`config.mk`:
```
export PLATFORM = sky130hd
export DESIGN_NAME = six_die_bit_index_decoder
export DESIGN_NICKNAME = d
export VERILOG_FILES = /design/src/rtl/sdbi_pkg.sv /design/src/rtl/six_die_bit_index_decoder.sv /design/src/rtl/sdbi_front.sv /design/src/rtl/sdbi_fifo.sv /design/src/rtl/sdbi_back.sv
export SDC_FILE = /design/constraint.sdc
export NUM_CORES = 1
export LEC_CHECK = 0
export BUFFER_PORTS_ARGS = -buffer_cell sky130_fd_sc_hd__clkbuf_2
export CORE_AREA = 3 3 121 123
export CTS_CLUSTER_SIZE = 16
export DETAILED_ROUTE_END_ITERATION = 16
export DIE_AREA = 0 0 124 126
export SETUP_SLACK_MARGIN = 0.15
export SYNTH_ARGS = -nofsm -noshare
export SYNTH_HDL_FRONTEND = slang
export SYNTH_SLANG_ARGS = --single-unit
```
`constraint.sdc`:
```
create_clock -name aclk -period 9.2 [get_ports aclk]
set_input_delay 2.3 -clock aclk [delete_from_list [all_inputs] [get_ports aclk]]
set_output_delay 2.3 -clock aclk [all_outputs]
set_load 0.1 [all_outputs]
```
`src/rtl/sdbi_pkg.sv`:
```
// Package for the six-die bit index decoder.
// Holds the queue entry type, class and status codes and character constants.
`default_nettype none
package sdbi_pkg;

    localparam int FIFO_DEPTH = 4;

    localparam logic [7:0] CH_ONE  = 8'h31;
    localparam logic [7:0] CH_FOUR = 8'h34;
    localparam logic [7:0] CH_FIVE = 8'h35;
    localparam logic [7:0] CH_SIX  = 8'h36;

    localparam int IDX_W = 11;
    localparam int CNT_W = 16;

    typedef enum logic [1:0] {
        CLS_SKIP = 2'd0,
        CLS_DIE  = 2'd1,
        CLS_BAD  = 2'd2
    } cls_t;

    typedef enum logic [1:0] {
        ST_OK         = 2'd0,
        ST_INVALID    = 2'd1,
        ST_INCOMPLETE = 2'd2,
        ST_CAPACITY   = 2'd3
    } status_t;

    typedef struct packed {
        cls_t       cls;
        logic [1:0] die_val;
        logic       reroll;
        logic       high_half;
        logic       last;
    } cmd_t;

endpackage
`default_nettype wire

```
`src/rtl/six_die_bit_index_decoder.sv`:
```
// Six-die bit index decoder top level: front classifier, command queue, back end.
// Depends on sdbi_pkg, sdbi_front, sdbi_fifo and sdbi_back.
//
// Input stream: one ASCII character per beat in s_tdata[7:0]; s_tuser set when the
// character is present (clear for an end marker only); s_tlast ends the string.
// Output stream: one beat per completed index (m_tuser set, index in m_tdata[10:0])
// and one beat at end of string (m_tlast set, status in m_tdata[12:11], index
// count in m_tdata[28:13]); both can share one beat. Separators, rerolls and
// characters after an error give no beat.
// Each command goes through the command queue and is then popped into the output
// register that drives m_tvalid.
// Throughput: one beat per cycle unless stalled; group state changes on each pop.
// The command queue (FIFO_DEPTH entries) lets the input keep flowing while the
// output register waits on m_tready; once the queue fills, s_tready drops.
// Reset empties the queue and output register, clears group state and sets
// capacity_limit to 65535. cfg_we writes capacity_limit from cfg_wdata.
`default_nettype none
module six_die_bit_index_decoder #(
    parameter int FIFO_DEPTH = sdbi_pkg::FIFO_DEPTH
) (
    input  wire logic        aclk,
    input  wire logic        aresetn,
    input  wire logic        cfg_we,
    input  wire logic [15:0] cfg_wdata,
    input  wire logic        s_tvalid,
    output logic             s_tready,
    input  wire logic [7:0]  s_tdata,   // [7:0] char_byte
    input  wire logic        s_tuser,   // [0] byte_present
    input  wire logic        s_tlast,   // end_of_string
    output logic             m_tvalid,
    input  wire logic        m_tready,
    output logic [31:0]      m_tdata,   // [10:0] word_index, [12:11] status,
                                        // [28:13] index_count, [31:29] zero
    output logic             m_tuser,   // [0] index_valid
    output logic             m_tlast    // done_res
);
    import sdbi_pkg::*;

    cmd_t push_cmd, pop_cmd;
    logic q_push, q_full, q_pop, q_empty;

    sdbi_front u_front (
        .s_tvalid (s_tvalid),
        .s_tready (s_tready),
        .s_tdata  (s_tdata),
        .s_tuser  (s_tuser),
        .s_tlast  (s_tlast),
        .q_full   (q_full),
        .q_push   (q_push),
        .q_cmd    (push_cmd)
    );

    sdbi_fifo #(
        .DEPTH (FIFO_DEPTH)
    ) u_fifo (
        .aclk     (aclk),
        .aresetn  (aresetn),
        .push     (q_push),
        .push_cmd (push_cmd),
        .full     (q_full),
        .pop      (q_pop),
        .pop_cmd  (pop_cmd),
        .empty    (q_empty)
    );

    sdbi_back u_back (
        .aclk      (aclk),
        .aresetn   (aresetn),
        .cfg_we    (cfg_we),
        .cfg_wdata (cfg_wdata),
        .q_cmd     (pop_cmd),
        .q_empty   (q_empty),
        .q_pop     (q_pop),
        .m_tvalid  (m_tvalid),
        .m_tready  (m_tready),
        .m_tdata   (m_tdata),
        .m_tuser   (m_tuser),
        .m_tlast   (m_tlast)
    );

    // a beat that does not end the string always carries an index
    a_beat_has_cause: assert property (@(posedge aclk) disable iff (!aresetn)
        m_tvalid && !m_tlast |-> m_tuser)
        else $error("result beat with neither index nor end of string");

    // count is reported only with ok status
    a_count_only_ok: assert property (@(posedge aclk) disable iff (!aresetn)
        m_tvalid && (m_tdata[12:11] != ST_OK) |-> (m_tdata[28:13] == '0))
        else $error("index count nonzero with error status");

    // index field is zero without a new index
    a_idx_zero: assert property (@(posedge aclk) disable iff (!aresetn)
        m_tvalid && !m_tuser |-> (m_tdata[10:0] == '0))
        else $error("word index nonzero without index_valid");

    // a pop needs a free output slot
    a_pop_room: assert property (@(posedge aclk) disable iff (!aresetn)
        q_pop |-> !q_empty && (!m_tvalid || m_tready))
        else $error("queue popped into a held output beat");

endmodule
`default_nettype wire

```
`src/rtl/sdbi_front.sv`:
```
// Front end: accepts character beats and classifies them into queue commands.
// Depends on sdbi_pkg.
`default_nettype none
module sdbi_front (
    input  wire logic             s_tvalid,
    output logic                  s_tready,
    input  wire logic [7:0]       s_tdata,   // [7:0] char_byte
    input  wire logic             s_tuser,   // [0] byte_present
    input  wire logic             s_tlast,
    input  wire logic             q_full,
    output logic                  q_push,
    output sdbi_pkg::cmd_t        q_cmd
);
    import sdbi_pkg::*;

    logic       is_sep;
    logic       is_die;
    logic [7:0] offset;

    always_comb begin
        is_sep = s_tdata inside {8'h20, 8'h09, 8'h0D, 8'h0A, 8'h0B, 8'h0C,
                                 8'h2C, 8'h3B, 8'h7C};
        is_die = s_tdata inside {[CH_ONE:CH_SIX]};
        offset = s_tdata - CH_ONE;

        if (!s_tuser || is_sep) begin
            q_cmd.cls = CLS_SKIP;
        end else if (is_die) begin
            q_cmd.cls = CLS_DIE;
        end else begin
            q_cmd.cls = CLS_BAD;
        end
        q_cmd.die_val   = offset[1:0];
        q_cmd.reroll    = (s_tdata >= CH_FIVE);
        q_cmd.high_half = (s_tdata >= CH_FOUR);
        q_cmd.last      = s_tlast;
    end

    // skipped beats that do not end the string change nothing downstream
    assign s_tready = !q_full;
    assign q_push   = s_tvalid && !q_full && !((q_cmd.cls == CLS_SKIP) && !s_tlast);

endmodule
`default_nettype wire

```
`src/rtl/sdbi_fifo.sv`:
```
// Short command queue between front and back ends.
// Depends on sdbi_pkg for the entry type.
`default_nettype none
module sdbi_fifo #(
    parameter int DEPTH = sdbi_pkg::FIFO_DEPTH
) (
    input  wire logic           aclk,
    input  wire logic           aresetn,
    input  wire logic           push,
    input  wire sdbi_pkg::cmd_t push_cmd,
    output logic                full,
    input  wire logic           pop,
    output sdbi_pkg::cmd_t      pop_cmd,
    output logic                empty
);
    import sdbi_pkg::*;

    localparam int PTR_W  = (DEPTH > 1) ? $clog2(DEPTH) : 1;
    localparam int FILL_W = $clog2(DEPTH + 1);

    cmd_t              mem_reg [DEPTH];
    logic [PTR_W-1:0]  wr_ptr_reg, wr_ptr_next;
    logic [PTR_W-1:0]  rd_ptr_reg, rd_ptr_next;
    logic [FILL_W-1:0] fill_reg, fill_next;
    logic              do_push, do_pop;

    assign full    = (fill_reg == FILL_W'(DEPTH));
    assign empty   = (fill_reg == '0);
    assign do_push = push && !full;
    assign do_pop  = pop && !empty;
    assign pop_cmd = mem_reg[rd_ptr_reg];

    always_comb begin
        wr_ptr_next = wr_ptr_reg;
        rd_ptr_next = rd_ptr_reg;
        fill_next   = fill_reg;
        if (do_push) begin
            wr_ptr_next = (wr_ptr_reg == PTR_W'(DEPTH - 1)) ? '0 : wr_ptr_reg + 1'b1;
        end
        if (do_pop) begin
            rd_ptr_next = (rd_ptr_reg == PTR_W'(DEPTH - 1)) ? '0 : rd_ptr_reg + 1'b1;
        end
        if (do_push && !do_pop) begin
            fill_next = fill_reg + 1'b1;
        end else if (do_pop && !do_push) begin
            fill_next = fill_reg - 1'b1;
        end
    end

    always_ff @(posedge aclk) begin
        if (!aresetn) begin
            wr_ptr_reg <= '0;
            rd_ptr_reg <= '0;
            fill_reg   <= '0;
        end else begin
            wr_ptr_reg <= wr_ptr_next;
            rd_ptr_reg <= rd_ptr_next;
            fill_reg   <= fill_next;
        end
    end

    always_ff @(posedge aclk) begin
        if (do_push) begin
            mem_reg[wr_ptr_reg] <= push_cmd;
        end
    end

endmodule
`default_nettype wire

```
`src/rtl/sdbi_back.sv`:
```
// Back end: group state, index assembly, end-of-string status and output register.
// Depends on sdbi_pkg.
`default_nettype none
module sdbi_back (
    input  wire logic           aclk,
    input  wire logic           aresetn,
    input  wire logic           cfg_we,
    input  wire logic [15:0]    cfg_wdata,
    input  wire sdbi_pkg::cmd_t q_cmd,
    input  wire logic           q_empty,
    output logic                q_pop,
    output logic                m_tvalid,
    input  wire logic           m_tready,
    output logic [31:0]         m_tdata,  // [10:0] word_index, [12:11] status,
                                          // [28:13] index_count, [31:29] zero
    output logic                m_tuser,  // [0] index_valid
    output logic                m_tlast   // done_res
);
    import sdbi_pkg::*;

    logic [CNT_W-1:0] cap_reg;
    logic [2:0]       dice_reg, dice_next;
    logic [9:0]       bits_reg, bits_next;
    logic             err_reg, err_next;
    logic [CNT_W-1:0] prod_reg, prod_next;
    logic             ovf_reg, ovf_next;

    logic             out_valid_reg;
    logic [IDX_W-1:0] out_idx_reg;
    status_t          out_st_reg;
    logic [CNT_W-1:0] out_cnt_reg;
    logic             out_iv_reg;
    logic             out_last_reg;

    logic             emit;
    logic [IDX_W-1:0] idx;
    status_t          st;
    logic [CNT_W-1:0] cnt;
    logic [CNT_W:0]   prod_inc;

    assign q_pop = !q_empty && (!out_valid_reg || m_tready);

    always_comb begin
        dice_next = dice_reg;
        bits_next = bits_reg;
        err_next  = err_reg;
        prod_next = prod_reg;
        ovf_next  = ovf_reg;
        emit      = 1'b0;
        idx       = '0;
        st        = ST_OK;
        cnt       = '0;
        prod_inc  = {1'b0, prod_reg} + 1'b1;

        if (!err_reg) begin
            case (q_cmd.cls)
                CLS_BAD: begin
                    err_next = 1'b1;
                end
                CLS_DIE: begin
                    if (dice_reg < 3'd5) begin
                        if (!q_cmd.reroll) begin
                            bits_next = {bits_reg[7:0], q_cmd.die_val};
                            dice_next = dice_reg + 1'b1;
                        end
                    end else begin
                        emit      = 1'b1;
                        idx       = {bits_reg, q_cmd.high_half};
                        prod_next = prod_inc[CNT_W-1:0];
                        if (prod_inc[CNT_W]) begin
                            ovf_next = 1'b1;
                        end
                        dice_next = '0;
                        bits_next = '0;
                    end
                end
                default: begin
                end
            endcase
        end

        if (q_cmd.last) begin
            if (err_next) begin
                st = ST_INVALID;
            end else if (dice_next != '0) begin
                st = ST_INCOMPLETE;
            end else if (ovf_next || (prod_next > cap_reg)) begin
                st = ST_CAPACITY;
            end else begin
                st = ST_OK;
            end
            cnt       = (st == ST_OK) ? prod_next : '0;
            dice_next = '0;
            bits_next = '0;
            err_next  = 1'b0;
            prod_next = '0;
            ovf_next  = 1'b0;
        end
    end

    always_ff @(posedge aclk) begin
        if (!aresetn) begin
            cap_reg       <= '1;
            dice_reg      <= '0;
            bits_reg      <= '0;
            err_reg       <= 1'b0;
            prod_reg      <= '0;
            ovf_reg       <= 1'b0;
            out_valid_reg <= 1'b0;
        end else begin
            if (cfg_we) begin
                cap_reg <= cfg_wdata;
            end
            if (q_pop) begin
                dice_reg      <= dice_next;
                bits_reg      <= bits_next;
                err_reg       <= err_next;
                prod_reg      <= prod_next;
                ovf_reg       <= ovf_next;
                out_valid_reg <= emit || q_cmd.last;
            end else if (m_tready) begin
                out_valid_reg <= 1'b0;
            end
        end
    end

    always_ff @(posedge aclk) begin
        if (q_pop) begin
            out_idx_reg  <= idx;
            out_st_reg   <= st;
            out_cnt_reg  <= cnt;
            out_iv_reg   <= emit;
            out_last_reg <= q_cmd.last;
        end
    end

    assign m_tvalid = out_valid_reg;
    assign m_tdata  = {3'b000, out_cnt_reg, out_st_reg, out_idx_reg};
    assign m_tuser  = out_iv_reg;
    assign m_tlast  = out_last_reg;

endmodule
`default_nettype wire
```
==> results.md <==
- Tot GR Track Use: 0.160
- TritonCTS buffer count: 17
- Die height: 126 um
- Worst-path cell chain: clkbuf_2, inv_1, ha_1, a21oi_1, a2bb2oi_1, o32ai_1, a21oi_1, ha_1, inv_1, fa_1, xor2_1, or3_1, a21oi_1
- Top cell by count, worst path: a21oi_1
- Worst Setup EP: u_fifo.fill_reg[2]
- Clock Tree Buf Depth: 2
- Mapped Area: 5800 um2
- DRT Pass-1 Iters: 4
- Top-count cell post-synth: edfxtp_1
- Wire length on met1: 5340 um
- Hold Vio Cnt, Final: 0
- Met3 routed WL: about 570 um
- Gpl congestion: 0.779
- Critical path peak fanout: 7
- RSZ-0062 raised after global routing: false
- Grt total ovfl: 0
- Crit path kind: input pin to register
- Post-DR wirelength/cell: 14.6 um
- Top Layer Used: met4
- Clock latency on the worst-skew pair: 0.42 ns
- CP max stage delay: 0.45 ns
- IO Count: 67
- Drt drc: 0
- Filler cell count: approximately 1300
- Ys Warns: 0
- Die area: 15600 um2
- Pint: about 1.3 mW
- Crit path from: s_tdata[0]
- Hold WC Path Type: register to register
- Multi-input gate area in the final layout: 2620 um2
- Crit path time final: 4.67 ns
- Fin util: 0.495
- H-tree depth: 4
- Initial DRC count: 210
- Area growth syn-to-layout: 17.5%
- Total power: 2.28 mW
- Final WL: 11700 um
- Input/output buffers: 63
- Share of the synthesized area in the top cell type: 0.306
- Reg2reg path depth: 12
- Fmax: 0.214 GHz
- Setup_tns: 0 ns
- Root Driver: clkbuf_16
- Initial antenna violation count: 0
- Seq. cell area: 2910 um2
- Post-CTS Resized: 0
- CTS clock-pin slew for the worst setup and hold paths: 0.05 ns
- Diodes inserted: 0
- Arrival @ worst endpoint: approximately 5.0 ns
- Die width: about 120 um
- Comb pwr share: 0.395
- Share of layout cells above drive strength 1: 0.178
- Worst Setup Start Kind: input pin
- Clock skew: 0.00768 ns
- # Post-CTS Setup Buffers: 0
- NetSw: 1.02 mW
- Max reg flops: 28
- Slew headroom: 0.264
- Post-synth top cells: edfxtp_1, dfxtp_1, nand2_1, inv_1, ha_1
- Nets: between 600 and 700
- Cell Rows: 43
- TritonCTS Sinks: 116
- Vias per cell: 5.23
- Syn_area_per_cell: 10.5 um2
- Vias in the first global route: 4049
- Worst endpoint required time: 9.53 ns
- Hold buffer count at cts: 0
- FF-to-FF setup slack: about 4.7 ns
- Vias: 4201
- Post-synth EDFFs: 59
- Critical path's slowest cell: a21oi_1
- PwrDens: 335 nW/um2
- Worst Setup End Kind: register
- Final setup viols: 0
- Primary FF master, synth: edfxtp_1
- Leak: approximately 2.8 nW
- Synth top area cells: edfxtp_1, dfxtp_1, ha_1
- Yosys top cell by area: edfxtp_1
- CTS tree: yes
- Sequential area share after synthesis: 0.502
- CORE AREA: 13800 um2
- Clock power share: 0.290
- Post-synthesis register bit count: 116
- Dpl hpwl: around 8300 um
- Final period util: 0.507
- Max Cap Violations: 0
- Final ANT Viol Nets: 0
- DR WL met2: 5630 um
- Synth unique cells: 63
- Ys async rst share: 0
- Switching Fraction: 0.448
- Global-route wire length before repair: 19400 um
- Max Slew Vio Count: 0
- Reg2Reg Capture Point: u_back.out_st_reg[1]
- Status: finished, final reports clean
- Worst-Margin Slew: roughly 1.1 ns
- Sequential Power Share: 0.315
- Initial Util: 0.421
- Post-Syn Instances: 554
- Max VDD drop: 0.146 mV
- Largest net degree at the start of global routing: 51
-- through the flow --
stage	cells	setup slack [ns]	cell area, um2	hold slack (ns)
6_report	803	4.53	6810	0.453
5_1_grt	803	4.27	6810	0.491
4_1_cts	803	4.54	6810	0.458
3_5_place_dp	771	4.11	6220	0.451
3_3_place_gp	771	4.27	6220	0.447
2_1_floorplan	556	4.59	5810	0.431
-- critical path, delay by kind of cell --
family	cells	cell delay, ns
buffers and inverters	3	0.29
adder cells (fa/ha/maj)	3	0.86
AND/OR/NAND/NOR	1	0.32
AO/OA/AOI/OAI	5	1.04
XOR/XNOR	1	0.18
-- layout by cell type (no fill, tap or decap), types with 4 or more instances in the layout --
cell       instances
xnor2_1            9
clkbuf_16         17
a31oi_1            7
o21a_1            10
a21boi_1           5
inv_1             34
a21oi_1           16
nand2_1           54
nor3_1            15
clkbuf_2          63
xor2_1             9
a41oi_1            4
ha_1              29
a21boi_0           5
o211ai_1          17
nor2_1            22
nand3_1           18
dfxtp_1           57
mux4_2             7
nor4_1             4
and3_1             7
mux2i_1            8
or3_1              7
edfxtp_1          59
nand2b_1           5
o21ai_0           25
nor3b_1           17
nand4_1            5
nor2b_1           11
and2_1            18
-- worst min-delay path by stage --
stage / startpoint / to / slack [ns] / cells past startpoint
floorplan: u_back.bits_reg[8] / u_back.bits_reg[8] / 0.43 / 2
global placement: u_back.bits_reg[8] / u_back.bits_reg[8] / 0.45 / 2
detailed placement: u_back.bits_reg[8] / u_back.bits_reg[8] / 0.45 / 2
CTS: u_back.bits_reg[8] / u_back.bits_reg[8] / 0.46 / 2
global route: u_back.bits_reg[0] / u_back.bits_reg[0] / 0.49 / 2
finish: u_back.bits_reg[8] / u_back.bits_reg[8] / 0.45 / 2
-- power by group through the flow --
stage	sequential [mW]	combinational [mW]	clock, mW
after floorplan	1.18	0.308	0
after global placement	0.727	0.895	0
after detailed placement	0.732	0.906	0
after CTS	0.721	0.908	0.674
after global routing	0.732	0.956	0.701
final	0.719	0.901	0.660
-- final cells by class --
cell class              count  share of cell area
multi-input cells         375               0.384
inverters                  35              0.0193
repair buffers             65              0.0485
clock buffers              22              0.0681
flip-flops and latches    116               0.428
well taps                 180              0.0331
clock inverters            10              0.0193
-- cells by family after synthesis --
| family | Yosys count | share of synthesized area |
|---|---|---|
| AO/OA/AOI/OAI | 110 | 0.127 |
| buffers and inverters | 65 | 0.0477 |
| flip-flops | 116 | 0.502 |
| other | 1 | 0.000647 |
| adder cells (fa/ha/maj) | 30 | 0.0660 |
| AND/OR/NAND/NOR | 198 | 0.186 |
| XOR/XNOR | 18 | 0.0272 |
| multiplexers | 16 | 0.0429 |
-- routing by layer --
metal | track usage | vias to the layer above
met1 | 0.202 | 1979
met3 | 0.0463 | 16
met5 | 0 | -
met2 | 0.257 | 83
li1 | - | 2123
met4 | 0.0619 | 0
Note: power is estimated with default switching activity, not from simulation.
